[src/hw/rtl/kvbt_pkg.sv]
// shared types and codes for the paged kv cache block table
package kvbt_pkg;

  localparam int OPW   = 3;
  localparam int LAYW  = 6;
  localparam int BLKW  = 10;
  localparam int STW   = 4;
  localparam int OFFW  = 8;
  localparam int HEADW = 6;
  localparam int ADDRW = 34;
  localparam int TOKW  = 13;
  localparam int CIDXW = 3;
  localparam int CDATW = 13;
  localparam int TPBW  = 9;
  localparam int CNTW  = 7;
  localparam int RWW   = 9;

  localparam logic [OPW-1:0] OP_BEGIN  = 3'd0;
  localparam logic [OPW-1:0] OP_APPEND = 3'd1;
  localparam logic [OPW-1:0] OP_COMMIT = 3'd2;
  localparam logic [OPW-1:0] OP_ABORT  = 3'd3;
  localparam logic [OPW-1:0] OP_RESET  = 3'd4;

  localparam logic [STW-1:0] ST_OK         = 4'd0;
  localparam logic [STW-1:0] ST_ACTIVE     = 4'd1;
  localparam logic [STW-1:0] ST_FULL       = 4'd2;
  localparam logic [STW-1:0] ST_NO_BLOCK   = 4'd3;
  localparam logic [STW-1:0] ST_UNCOVERED  = 4'd4;
  localparam logic [STW-1:0] ST_INACTIVE   = 4'd5;
  localparam logic [STW-1:0] ST_BAD_LAYER  = 4'd6;
  localparam logic [STW-1:0] ST_REPEAT     = 4'd7;
  localparam logic [STW-1:0] ST_INCOMPLETE = 4'd8;

  localparam logic [CIDXW-1:0] CFG_FIXED    = 3'd0;
  localparam logic [CIDXW-1:0] CFG_TPB      = 3'd1;
  localparam logic [CIDXW-1:0] CFG_CAPACITY = 3'd2;
  localparam logic [CIDXW-1:0] CFG_LAYERS   = 3'd3;
  localparam logic [CIDXW-1:0] CFG_HEADS    = 3'd4;
  localparam logic [CIDXW-1:0] CFG_ROW      = 3'd5;

  localparam logic [TOKW-1:0] TOK_SAT = 13'd8191;

  typedef struct packed {
    logic            start;
    logic [TOKW-1:0] dividend;
    logic [TPBW-1:0] divisor;
  } div_req_t;

  typedef struct packed {
    logic            done;
    logic [TOKW-1:0] quo;
    logic [OFFW-1:0] rem;
  } div_rsp_t;

endpackage

[src/hw/rtl/kvbt_div.sv]
// restoring divider, one quotient bit per cycle, for token slot lookup
module kvbt_div (
  input  logic              clk,
  input  logic              rst,
  input  kvbt_pkg::div_req_t req,
  output kvbt_pkg::div_rsp_t rsp
);
  import kvbt_pkg::*;

  logic            busy;
  logic            done;
  logic [3:0]      cnt;
  logic [TPBW-1:0] rem;
  logic [TOKW-1:0] quo;
  logic [TPBW-1:0] dvs;
  logic [TPBW:0]   trial;
  logic            ge;

  assign trial = {rem, quo[TOKW-1]};
  assign ge    = trial >= {1'b0, dvs};

  always_ff @(posedge clk) begin
    if (rst) begin
      busy <= 1'b0;
      cnt  <= '0;
      done <= 1'b0;
    end else begin
      done <= busy && !req.start && (cnt == 4'(TOKW - 1));
      if (req.start) begin
        busy <= 1'b1;
        cnt  <= '0;
        rem  <= '0;
        quo  <= req.dividend;
        dvs  <= req.divisor;
      end else if (busy) begin
        rem <= ge ? TPBW'(trial - {1'b0, dvs}) : trial[TPBW-1:0];
        quo <= {quo[TOKW-2:0], ge};
        cnt <= cnt + 4'd1;
        if (cnt == 4'(TOKW - 1)) begin
          busy <= 1'b0;
        end
      end
    end
  end

  assign rsp = '{done: done, quo: quo, rem: rem[OFFW-1:0]};

  a_no_restart: assert property (@(posedge clk) disable iff (rst)
    !(req.start && busy))
    else $error("divider restarted while busy");

  a_done_idle: assert property (@(posedge clk) disable iff (rst)
    done |-> !busy)
    else $error("divider done while still busy");

  a_rem_below: assert property (@(posedge clk) disable iff (rst)
    done |-> (rem < dvs))
    else $error("remainder not below divisor");

endmodule

[src/hw/rtl/kvbt_table.sv]
// block table memory, one write and one registered read port
module kvbt_table #(
  parameter int DEPTH = 64,
  parameter int AW    = 6
) (
  input  logic                      clk,
  input  logic                      we,
  input  logic [AW-1:0]             waddr,
  input  logic [kvbt_pkg::BLKW-1:0] wdata,
  input  logic                      re,
  input  logic [AW-1:0]             raddr,
  output logic [kvbt_pkg::BLKW-1:0] rdata
);
  import kvbt_pkg::*;

  logic [BLKW-1:0] mem [DEPTH];

  always_ff @(posedge clk) begin
    if (we) begin
      mem[waddr] <= wdata;
    end
    if (re) begin
      rdata <= mem[raddr];
    end
  end

endmodule

[src/hw/rtl/paged_kv_cache_block_table.sv]
// channel  | signals                                        | dir
// in       | in_valid in_ready opcode layer granted_block   | in
//          | grant_valid                                    |
// out      | out_valid out_ready status block_taken ...last | out
// cfg      | cfg_write cfg_index cfg_data                   | in
// begin: divide, then one decision state and one result beat
// append: divide, table read (multi-page only), three multiply stages, then
// one head per cycle unless stalled; row addresses step by one add per head
// reset: one table read per released page, one release beat per cycle
// rst clears control state; the table holds no reset value and needs no sweep
// a stalled output holds the sequencer; one item is at work at a time
module paged_kv_cache_block_table #(
  parameter int MAX_PAGES   = 64,
  parameter int MAX_LAYERS  = 64,
  parameter int MAX_HEADS   = 64,
  parameter int MAX_BLOCKS  = 1024,
  parameter int MAX_CONTEXT = 4096
) (
  input  logic                       clk,
  input  logic                       rst,
  input  logic                       cfg_write,
  input  logic [kvbt_pkg::CIDXW-1:0] cfg_index,
  input  logic [kvbt_pkg::CDATW-1:0] cfg_data,
  input  logic                       in_valid,
  output logic                       in_ready,
  input  logic [kvbt_pkg::OPW-1:0]   opcode,
  input  logic [kvbt_pkg::LAYW-1:0]  layer,
  input  logic [kvbt_pkg::BLKW-1:0]  granted_block,
  input  logic                       grant_valid,
  output logic                       out_valid,
  input  logic                       out_ready,
  output logic [kvbt_pkg::STW-1:0]   status,
  output logic                       block_taken,
  output logic [kvbt_pkg::BLKW-1:0]  phys_block,
  output logic [kvbt_pkg::OFFW-1:0]  slot_offset,
  output logic [kvbt_pkg::HEADW-1:0] head_index,
  output logic [kvbt_pkg::ADDRW-1:0] row_address,
  output logic [kvbt_pkg::TOKW-1:0]  attend_length,
  output logic [kvbt_pkg::BLKW-1:0]  released_block,
  output logic                       release_valid,
  output logic                       last
);
  import kvbt_pkg::*;

  localparam int AW  = (MAX_PAGES > 1) ? $clog2(MAX_PAGES) : 1;
  localparam int PW  = $clog2(MAX_PAGES + 1);
  localparam int LD  = (MAX_LAYERS < 64) ? MAX_LAYERS : 64;
  localparam int LDW = (LD > 1) ? $clog2(LD) : 1;
  localparam int CW  = 18;

  typedef enum logic [3:0] {
    S_IDLE, S_DIV, S_DEC, S_RD, S_MUL1, S_MUL2, S_MUL3, S_HEAD, S_ONE, S_REL
  } state_t;

  typedef enum logic [1:0] {ACT_NONE, ACT_BEGIN, ACT_COMMIT, ACT_CLEAR} act_t;

  // configuration
  logic             single_page;
  logic [TPBW-1:0]  tokens_per_block;
  logic [TOKW-1:0]  context_capacity;
  logic [CNTW-1:0]  layers_in_use;
  logic [CNTW-1:0]  heads_in_use;
  logic [RWW-1:0]   row_width;

  // transaction state
  logic [PW-1:0]    pages_held;
  logic [TOKW-1:0]  token_count;
  logic             in_tx;
  logic             page_pending;
  logic [LD-1:0]    layers_done;

  state_t           state;
  act_t             act;
  logic [OPW-1:0]   op;
  logic [LAYW-1:0]  lay;
  logic [BLKW-1:0]  gblk;
  logic             gval;
  logic [STW-1:0]   res_status;
  logic             res_taken;
  logic [TOKW-1:0]  logical;
  logic [OFFW-1:0]  offset;
  logic [BLKW-1:0]  pblk;
  logic [16:0]      prod1;
  logic [26:0]      prod2;
  logic [17:0]      step;
  logic [ADDRW-1:0] addr;
  logic [HEADW-1:0] head;
  logic [AW-1:0]    rel_idx;
  logic [PW-1:0]    rel_first;

  div_req_t         dreq;
  div_rsp_t         drsp;

  logic             mem_we;
  logic             mem_re;
  logic [AW-1:0]    mem_raddr;
  logic [BLKW-1:0]  mem_rdata;

  // effective configuration
  logic [TPBW-1:0]  tpb_eff;
  logic [CNTW-1:0]  heads_eff;
  logic [CW-1:0]    layers_eff;
  logic [CW-1:0]    cap_eff;

  always_comb begin
    tpb_eff = tokens_per_block;
    if (tokens_per_block == '0) tpb_eff = TPBW'(1);
    if (tokens_per_block > TPBW'(256)) tpb_eff = TPBW'(256);
    heads_eff = heads_in_use;
    if (heads_in_use == '0) heads_eff = CNTW'(1);
    if (CW'(heads_in_use) > CW'(MAX_HEADS)) heads_eff = CNTW'(MAX_HEADS);
    layers_eff = CW'(layers_in_use);
    if (layers_eff > CW'(MAX_LAYERS)) layers_eff = CW'(MAX_LAYERS);
    cap_eff = CW'(context_capacity);
    if (cap_eff > CW'(MAX_CONTEXT)) cap_eff = CW'(MAX_CONTEXT);
  end

  logic can_push;
  logic beat_push;
  assign can_push  = !out_valid || out_ready;
  assign beat_push = can_push && (state == S_HEAD || state == S_ONE || state == S_REL);
  assign in_ready  = (state == S_IDLE);

  // decision helpers, meaningful in S_DEC
  logic [CW-1:0] q_ext;
  logic [CW-1:0] ph_ext;
  logic [LD-1:0] need_mask;
  logic          all_done;
  logic          rel_abort;
  logic          rel_any;
  logic [PW-1:0] reset_first;
  logic          pend_rel;
  logic [PW-1:0] rel_start;

  assign q_ext    = CW'(logical);
  assign ph_ext   = CW'(pages_held);
  assign pend_rel = in_tx && page_pending && (pages_held != '0);

  always_comb begin
    for (int i = 0; i < LD; i++) begin
      need_mask[i] = CW'(i) < layers_eff;
    end
  end

  assign all_done    = (layers_eff <= CW'(LD)) && (&(layers_done | ~need_mask));
  assign rel_abort   = pend_rel;
  assign rel_any     = single_page ? pend_rel : (pages_held != '0);
  assign reset_first = (single_page && pend_rel) ? PW'(pages_held - PW'(1)) :
                       (single_page ? pages_held : '0);
  assign rel_start   = (op == OP_ABORT) ? PW'(pages_held - PW'(1)) : reset_first;

  logic app_table;
  logic rel_last;
  logic abort_done;
  assign app_table = (op == OP_APPEND) && in_tx && (CW'(lay) < layers_eff) &&
                     !layers_done[lay[LDW-1:0]] && !single_page &&
                     (q_ext < ph_ext) && (q_ext < CW'(MAX_PAGES));
  assign rel_last  = (CW'(rel_idx) == CW'(PW'(pages_held - PW'(1))));
  assign abort_done = (op == OP_ABORT);

  // event decision
  logic [STW-1:0] dec_status;
  logic           dec_taken;
  act_t           dec_act;
  state_t         dec_state;

  always_comb begin
    dec_status = ST_OK;
    dec_taken  = 1'b0;
    dec_act    = ACT_NONE;
    dec_state  = S_ONE;
    case (op)
      OP_BEGIN: begin
        if (in_tx) dec_status = ST_ACTIVE;
        else if (CW'(token_count) >= cap_eff) dec_status = ST_FULL;
        else if (single_page) begin
          if (logical != '0) dec_status = ST_UNCOVERED;
          else dec_act = ACT_BEGIN;
        end else if (q_ext == ph_ext) begin
          if (ph_ext >= CW'(MAX_PAGES)) dec_status = ST_FULL;
          else if (!gval || CW'(gblk) >= CW'(MAX_BLOCKS))
            dec_status = ST_NO_BLOCK;
          else begin
            dec_taken = 1'b1;
            dec_act   = ACT_BEGIN;
          end
        end else if (q_ext > ph_ext) dec_status = ST_UNCOVERED;
        else dec_act = ACT_BEGIN;
      end
      OP_APPEND: begin
        if (!in_tx) dec_status = ST_INACTIVE;
        else if (CW'(lay) >= layers_eff) dec_status = ST_BAD_LAYER;
        else if (layers_done[lay[LDW-1:0]]) dec_status = ST_REPEAT;
        else if (single_page) begin
          if (logical != '0) dec_status = ST_UNCOVERED;
          else dec_state = S_MUL1;
        end else if (app_table) dec_state = S_RD;
        else dec_status = ST_UNCOVERED;
      end
      OP_COMMIT: begin
        if (!in_tx) dec_status = ST_INACTIVE;
        else if (!all_done) dec_status = ST_INCOMPLETE;
        else dec_act = ACT_COMMIT;
      end
      OP_ABORT: begin
        if (in_tx) begin
          if (rel_abort) dec_state = S_REL;
          else dec_act = ACT_CLEAR;
        end
      end
      OP_RESET: begin
        if (rel_any) dec_state = S_REL;
        else dec_act = ACT_CLEAR;
      end
      default: ;
    endcase
  end

  always_comb begin
    mem_re    = 1'b0;
    mem_raddr = '0;
    if (state == S_DEC) begin
      if (app_table) begin
        mem_re    = 1'b1;
        mem_raddr = AW'(logical);
      end else if (op == OP_ABORT && rel_abort) begin
        mem_re    = 1'b1;
        mem_raddr = AW'(pages_held - PW'(1));
      end else if (op == OP_RESET && rel_any) begin
        mem_re    = 1'b1;
        mem_raddr = AW'(reset_first);
      end
    end else if (state == S_REL && can_push && !rel_last) begin
      mem_re    = 1'b1;
      mem_raddr = AW'(rel_idx + AW'(1));
    end
  end

  assign mem_we = (state == S_ONE) && can_push && (act == ACT_BEGIN) && res_taken;

  assign dreq.start    = in_valid && in_ready &&
                         (opcode == OP_BEGIN || opcode == OP_APPEND);
  assign dreq.dividend = token_count;
  assign dreq.divisor  = tpb_eff;

  kvbt_div u_div (
    .clk (clk),
    .rst (rst),
    .req (dreq),
    .rsp (drsp)
  );

  kvbt_table #(
    .DEPTH (MAX_PAGES),
    .AW    (AW)
  ) u_table (
    .clk   (clk),
    .we    (mem_we),
    .waddr (AW'(pages_held)),
    .wdata (gblk),
    .re    (mem_re),
    .raddr (mem_raddr),
    .rdata (mem_rdata)
  );

  always_ff @(posedge clk) begin
    if (rst) begin
      single_page      <= 1'b0;
      tokens_per_block <= TPBW'(16);
      context_capacity <= TOKW'(4096);
      layers_in_use    <= CNTW'(32);
      heads_in_use     <= CNTW'(32);
      row_width        <= RWW'(128);
      pages_held       <= '0;
      token_count      <= '0;
      in_tx            <= 1'b0;
      page_pending     <= 1'b0;
      layers_done      <= '0;
      state            <= S_IDLE;
      act              <= ACT_NONE;
      out_valid        <= 1'b0;
    end else begin
      if (cfg_write) begin
        case (cfg_index)
          CFG_FIXED:    single_page      <= cfg_data[0];
          CFG_TPB:      tokens_per_block <= cfg_data[TPBW-1:0];
          CFG_CAPACITY: context_capacity <= cfg_data;
          CFG_LAYERS:   layers_in_use    <= cfg_data[CNTW-1:0];
          CFG_HEADS:    heads_in_use     <= cfg_data[CNTW-1:0];
          CFG_ROW:      row_width        <= cfg_data[RWW-1:0];
          default: ;
        endcase
      end

      if (beat_push) out_valid <= 1'b1;
      else if (out_ready) out_valid <= 1'b0;

      case (state)
        S_IDLE: begin
          if (in_valid) begin
            op    <= opcode;
            lay   <= layer;
            gblk  <= granted_block;
            gval  <= grant_valid;
            state <= dreq.start ? S_DIV : S_DEC;
          end
        end
        S_DIV: begin
          if (drsp.done) begin
            logical <= drsp.quo;
            offset  <= drsp.rem;
            state   <= S_DEC;
          end
        end
        S_DEC: begin
          res_status <= dec_status;
          res_taken  <= dec_taken;
          act        <= dec_act;
          pblk       <= '0;
          rel_idx    <= AW'(rel_start);
          rel_first  <= rel_start;
          state      <= dec_state;
        end
        S_RD: begin
          pblk  <= mem_rdata;
          state <= S_MUL1;
        end
        S_MUL1: begin
          prod1 <= 17'(pblk) * 17'(heads_eff);
          step  <= 18'(tpb_eff) * 18'(row_width);
          state <= S_MUL2;
        end
        S_MUL2: begin
          prod2 <= 27'(prod1) * 27'(tpb_eff) + 27'(offset);
          state <= S_MUL3;
        end
        S_MUL3: begin
          addr  <= ADDRW'(prod2) * ADDRW'(row_width);
          head  <= '0;
          state <= S_HEAD;
        end
        S_HEAD: begin
          if (can_push) begin
            status         <= ST_OK;
            block_taken    <= 1'b0;
            phys_block     <= pblk;
            slot_offset    <= offset;
            head_index     <= head;
            row_address    <= addr;
            attend_length  <= token_count + TOKW'(1);
            released_block <= '0;
            release_valid  <= 1'b0;
            last           <= (CNTW'(head) == CNTW'(heads_eff - CNTW'(1)));
            addr           <= addr + ADDRW'(step);
            head           <= head + HEADW'(1);
            if (CNTW'(head) == CNTW'(heads_eff - CNTW'(1))) begin
              layers_done[lay[LDW-1:0]] <= 1'b1;
              state <= S_IDLE;
            end
          end
        end
        S_ONE: begin
          if (can_push) begin
            status         <= res_status;
            block_taken    <= res_taken;
            phys_block     <= '0;
            slot_offset    <= '0;
            head_index     <= '0;
            row_address    <= '0;
            attend_length  <= '0;
            released_block <= '0;
            release_valid  <= 1'b0;
            last           <= 1'b1;
            state          <= S_IDLE;
            case (act)
              ACT_BEGIN: begin
                if (res_taken) begin
                  pages_held   <= pages_held + PW'(1);
                  page_pending <= 1'b1;
                end
                layers_done <= '0;
                in_tx       <= 1'b1;
              end
              ACT_COMMIT: begin
                if (token_count != TOK_SAT) token_count <= token_count + TOKW'(1);
                in_tx        <= 1'b0;
                page_pending <= 1'b0;
              end
              ACT_CLEAR: begin
                layers_done  <= '0;
                in_tx        <= 1'b0;
                page_pending <= 1'b0;
                if (op == OP_RESET) token_count <= '0;
              end
              default: ;
            endcase
          end
        end
        S_REL: begin
          if (can_push) begin
            status         <= ST_OK;
            block_taken    <= 1'b0;
            phys_block     <= '0;
            slot_offset    <= '0;
            head_index     <= '0;
            row_address    <= '0;
            attend_length  <= '0;
            released_block <= mem_rdata;
            release_valid  <= 1'b1;
            last           <= rel_last;
            rel_idx        <= rel_idx + AW'(1);
            if (rel_last) begin
              pages_held   <= rel_first;
              layers_done  <= '0;
              in_tx        <= 1'b0;
              page_pending <= 1'b0;
              if (!abort_done) token_count <= '0;
              state <= S_IDLE;
            end
          end
        end
        default: state <= S_IDLE;
      endcase
    end
  end

  a_pages_bound: assert property (@(posedge clk) disable iff (rst)
    CW'(pages_held) <= CW'(MAX_PAGES))
    else $error("pages_held beyond table depth");

  a_pending_in_tx: assert property (@(posedge clk) disable iff (rst)
    page_pending |-> in_tx)
    else $error("pending page outside a transaction");

  a_taken_pending: assert property (@(posedge clk) disable iff (rst)
    (out_valid && block_taken) |-> page_pending)
    else $error("block taken beat without a pending page");

  a_release_ok: assert property (@(posedge clk) disable iff (rst)
    (out_valid && release_valid) |-> (status == ST_OK && !block_taken))
    else $error("release beat with bad status");

endmodule
[config.mk]
export PLATFORM = sky130hd
export DESIGN_NAME = paged_kv_cache_block_table
export DESIGN_NICKNAME = d
export VERILOG_FILES = /design/src/hw/rtl/kvbt_pkg.sv /design/src/hw/rtl/kvbt_div.sv /design/src/hw/rtl/kvbt_table.sv /design/src/hw/rtl/paged_kv_cache_block_table.sv
export SDC_FILE = /design/constraint.sdc
export NUM_CORES = 2
export LEC_CHECK = 0
export ABC_AREA = 1
export BUFFER_PORTS_ARGS = -buffer_cell sky130_fd_sc_hd__buf_2
export CORE_ASPECT_RATIO = 0.5
export CORE_MARGIN = 2
export CORE_UTILIZATION = 40
export DETAILED_ROUTE_END_ITERATION = 8
export SLEW_MARGIN = 15
export SYNTH_ARGS = -nofsm -noshare
export SYNTH_HDL_FRONTEND = slang
export SYNTH_SLANG_ARGS = --single-unit
[constraint.sdc]
create_clock -name clk -period 9 [get_ports clk]
set_clock_uncertainty 0.05 [all_clocks]
set_input_delay 1.8 -clock clk [delete_from_list [all_inputs] [get_ports clk]]
set_output_delay 1.8 -clock clk [all_outputs]
set_load 0.05 [all_outputs]
---- Word-level counts from Yosys, hierarchy flattened ----
Memory sizes are Yosys's and may differ from the RTL's. A register that Yosys moved wholly into a read port is not among the register bits.
Cells that the tools add are included.
operators by class
  eq/ne operators ......................... 46
  multiply operators ...................... 4
  $lt $le $gt $ge ......................... 79
  add/subtract/negate cells ............... 10
  mux-type cells .......................... 149
  bitwise logic cells ..................... 6
  reductions and logical operators ........ 84
operator list
  cell                                                number
  < comparator 6 x 18 -> 1 bit, first input constant  32
  two-way mux 64 bit                                  6
  < comparator 5 x 18 -> 1 bit, first input constant  16
  one-hot mux 64 bit (3 select lines)                 1
  < comparator 4 x 18 -> 1 bit, first input constant  8
  two-way mux 13 bit                                  11
  one-hot mux 34 bit (2 select lines)                 2
  OR 64 bit                                           2
  two-way mux 34 bit                                  3
  two-way mux 4 bit                                   24
  one-hot mux 13 bit (2 select lines)                 3
  two-way mux 7 bit                                   11
  < comparator 3 x 18 -> 1 bit, first input constant  4
  NOT 64 bit                                          1
  AND reduction 64 bit                                1
  one-hot mux 10 bit (2 select lines)                 3
  two-way mux 6 bit                                   9
  one-hot mux 4 bit (10 select lines)                 1
  < comparator 1 x 18 -> 1 bit, first input constant  2
  < comparator 2 x 18 -> 1 bit, first input constant  2
  two-way mux 9 bit                                   4
  one-hot mux 6 bit (2 select lines)                  3
  adder 34 x 18 -> 34 bit                             1
  multiplier 27 x 9 -> 34 bit                         1
  other kinds (76)                                    227
word-level totals
  memories kept ........................... 1
  input port bits ......................... 41
  output and inout port bits .............. 90
  logic and storage cells ................. 425
  register bits after elaboration ......... 435
  RAM bits ................................ 640
memories
  name         depth  width  rd ports  clocked after memory_dff  wr ports  line              source
  u_table.mem  64     10     1         1                         1         kvbt_table.sv:16  logic [BLKW-1:0] mem [DEPTH];

---- Logic depth before layout (Yosys ltp) ----
  depth in word-level cells ............... 15
  mapped depth ............................ 34
  depth with buffers taken out ............ 33

---- Modules after synthesis ----
Synthesis repeated with hierarchy kept, for this count alone.
unflattened totals
  cells, all modules ...................... 7155
  area total of the unflattened synthesis .. 65665.5 um^2
by module, submodules not included
  module                      seq. area each (um^2)  instances  area an instance (um^2)  cells an instance
  paged_kv_cache_block_table  10560.1                1          37030.5                  4674
  kvbt_table                  19518.7                1          26534.2                  2234
  kvbt_div                    1051.0                 1          2100.8                   247

---- Worst setup path after synthesis ----
OpenSTA, ideal clock, no wires.
  path type ............................... input to register
  start ................................... input rst
  end ..................................... register attend_length[0] (netlist bit), enable pin
  arrival ................................. 7.020 ns
  stages .................................. 3
  required time ........................... 8.363 ns
  path slack .............................. 1.343 ns
  cell sequence ........................... clkbuf_1 clkbuf_1 nor3_1
between the ends
  cells in the longest elaborated chain, start to end .. 2
ends and longest elaborated chain
  item                                  line                               source
  start, declared                       paged_kv_cache_block_table.sv:20   input logic rst,
  NOT 1 bit (no source line)            -
  AND reduction 4 bit (no source line)  -
  end signal, assigned                  paged_kv_cache_block_table.sv:350  attend_length <= token_count + TOKW'(1);
  end, declared                         paged_kv_cache_block_table.sv:38   output logic [kvbt_pkg::TOKW-1:0] attend_length,
Every way passes these cells.
A chain may end at the register's enable or synchronous reset.

==> summary.txt <==
status: finished clean
initial antenna violation count: 2
final worst path period share: 0.7747
CP arrival: 7.37 ns
Vias per Instance: 5.165
most numerous cell in the Yosys netlist: nand2_1
Worst Tran Pin Value: 1.183 ns
setup ws final: 2.028 ns
port bufs: 130
asr flop ratio synth: 0
Slowest cell on crit path: nand2_1
register bit total from synthesis: 1,085
Setup TNS Final: 0 ns
maximum vdd drop: 0.1597 mV
I/O pins: 131
DR vias: 48,625
hold buffers post-CTS: 0
Root Driver: clkbuf_16
Iter 0 DRT Violations: 4,220
# diodes: 0
top cells by area, synth: edfxtp_1 42%, fa_1 11%, nand2_1 8.3%
setup repair bufs after CTS: 0
final WL: 181,300 µm
drt pass-1 iters: 6
ys flop type: edfxtp_1
Max Slew Vio Count: 0
CTS Buf Count: 103
Worst Setup Start Kind: flip-flop
DR WL/cell: 19.25 µm
clock tree buffer depth: 3
total global routing track utilization: 0.2125
Fillers: 15,858
CTS tree: yes
Final Wtd Congestion: 0.9325
Synth top area share: 0.4225
drt drc: 0
share of post-route cells with drive strength above 1: 0.06522
die outline height: 293.0 µm
hold_ws: 0.4136 ns
die area: 170,500 µm²
RSZ-0062 raised after global routing: false
max incr delay on CP: 0.62 ns
clock slew at reported path FFs: 0.06 ns
Core Region: 164,900 µm²
Place WS: 2.061 ns
CTS H-tree depth: 3
Post-Syn Area: 66,800 µm²
Setup crit end kind: flip-flop
Ys Warns: 0
Tightest Hold Check Type: flip-flop to flip-flop
dpl hpwl: 120,900 µm
Layout area overhead: 8.741%
Initial Util: 0.4052
Final nets: 7,810
vias in the first global route: 48,196
Non-Filler Instances: 9,415
Synth cell types: 65
cell area power density: 164.7 nW/µm²
most frequent cells after synthesis: 1,480 x nand2_1, 1,192 x inv_1, 940 x edfxtp_1, 828 x nand3_1, 446 x nor2_1
clock latency on the worst-skew pair: 0.78 ns
post-synthesis sequential area ratio: 0.4660
Sink Count: 1,085
cell taking the most area after synthesis: edfxtp_1
Critical Path Fanout Max: 28
row count: 105
largest net degree at the start of global routing: 198
Total Power: 11.97 mW
antenna-violating nets left: 0
fin crit period: 6.972 ns
Most common cell on crit path: inv_1
die width: 581.9 µm
first-pass GRT wire length: 283,200 µm
DP Cell Count: 9,224
Post-synth EDFFs: 940
post-cts sizing count: 0
upper clock frequency limit: 143.4 MHz
Setup Crit Path Kind: flip-flop to flip-flop
max-cap viol count: 0
Fin. Hold Viols: 0
Final Setup Violations: 0
Lkg Pwr: 31.44 nW
Synth Net Count: 7,847
relative slew slack: 0.2085
cell count after synthesis: 7,173
Synth Area per Inst: 9.313 µm²
Critical Path RT: 9.40 ns
total grt overflow: 0
-- cell type report --
| class | count | area (µm²) | share of cell area |
|---|---|---|---|
| clock buffer | 130 | 2741 | 0.03774 |
| clock inverter | 61 | 674.4 | 0.009284 |
| inverter | 1221 | 4591 | 0.06320 |
| multi-input combinational | 4530 | 29560 | 0.4069 |
| sequential | 1085 | 31130 | 0.4286 |
| tap | 2193 | 2744 | 0.03777 |
| timing repair buffer | 195 | 1201 | 0.01654 |
-- stage by stage --
step | util | instance area (µm²)
after floorplan | - | 66800
after global placement | 0.4198 | 69210
after detailed placement | 0.4198 | 69210
after CTS | 0.4405 | 72630
after global routing | 0.4406 | 72640
final | 0.4406 | 72640
-- registers in the layout (all words and copies together), names as in the netlist, 13 cells and up --
| signal | cells |
|---|---|
| token_count | 13 |
| layers_done | 64 |
| context_capacity | 13 |
| addr | 34 |
| step | 18 |
| row_address | 34 |
| u_div.quo | 13 |
| u_table.mem | 640 |
| attend_length | 13 |
| prod2 | 27 |
| prod1 | 17 |
| logical | 13 |
-- worst max-delay path, delay by kind of cell, from the launching register on --
family          cells  cell delay [ns]
simple gates        8             1.33
fa+ha+maj           6             2.59
compound gates      4             0.90
flops               1             0.32
xor+xnor            1             0.08
buf+inv            10             1.38
-- worst paths after layout --
check,cells past startpoint,slack [ns],start,endpoint
max,29,2.03,tokens_per_block[8]$_SDFFE_PP0P_,prod2[24]$_DFFE_PP_
min,0,0.41,u_div.quo[7]$_DFFE_PP_,logical[7]$_DFFE_PP_
min reg2reg,0,0.41,u_div.quo[7]$_DFFE_PP_,logical[7]$_DFFE_PP_
max reg2reg,29,2.03,tokens_per_block[8]$_SDFFE_PP0P_,prod2[24]$_DFFE_PP_
-- per-layer routing --
metal,wire length [µm],track usage,share of wire
met4,6088,0.07131,0.034
met5,0,0,0
met3,9712,0.02707,0.054
met2,86770,0.3613,0.48
met1,78700,0.2809,0.43
-- cells by family (layout without fill, tap and decap cells) --
kind of cell,Yosys count,in the layout,synth area share
AND/OR/NAND/NOR,3188,3188,0.2166
buffers and inverters,1558,1607,0.09335
flip-flops,1085,1085,0.4660
XOR/XNOR,113,113,0.01482
AO/OA/AOI/OAI,595,595,0.04821
multiplexers,1,1,0.0001498
adder cells (fa/ha/maj),633,633,0.1609
-- where the power goes --
group / total [mW] / internal (mW) / switching (mW)
clock: 4.46 / 2.37 / 2.08
combinational: 1.75 / 0.503 / 1.25
sequential: 5.76 / 5.68 / 0.0858
total: 12.0 / 8.55 / 3.41
-- cell usage in the layout, fill, tap and decap left out, types with 9 or more instances in the layout --
master | Yosys | routed
nand4_1 | 20 | 20
nor2_2 | 8 | 10
nand2_1 | 1480 | 1478
clkinv_1 | 13 | 28
ha_1 | 256 | 256
nor3_1 | 46 | 44
xor2_1 | 86 | 86
fa_1 | 377 | 377
clkinv_2 | 0 | 15
buf_2 | 118 | 130
inv_2 | 14 | 15
a21oi_1 | 272 | 272
or2_2 | 48 | 48
o211ai_1 | 9 | 9
nor3_2 | 9 | 11
inv_1 | 1192 | 1190
nand3_1 | 828 | 828
o21ai_0 | 213 | 212
nand3b_1 | 220 | 220
a31oi_1 | 20 | 20
clkbuf_1 | 153 | 23
dfxtp_1 | 145 | 144
or2_1 | 28 | 28
o21bai_1 | 10 | 10
clkbuf_16 | 0 | 105
xnor2_1 | 27 | 27
nor4_1 | 19 | 14
nor2_1 | 446 | 441
buf_4 | 11 | 60
o21ai_1 | 13 | 12
edfxtp_1 | 940 | 940
No activity file was read; power rests on OpenSTA's default activity.
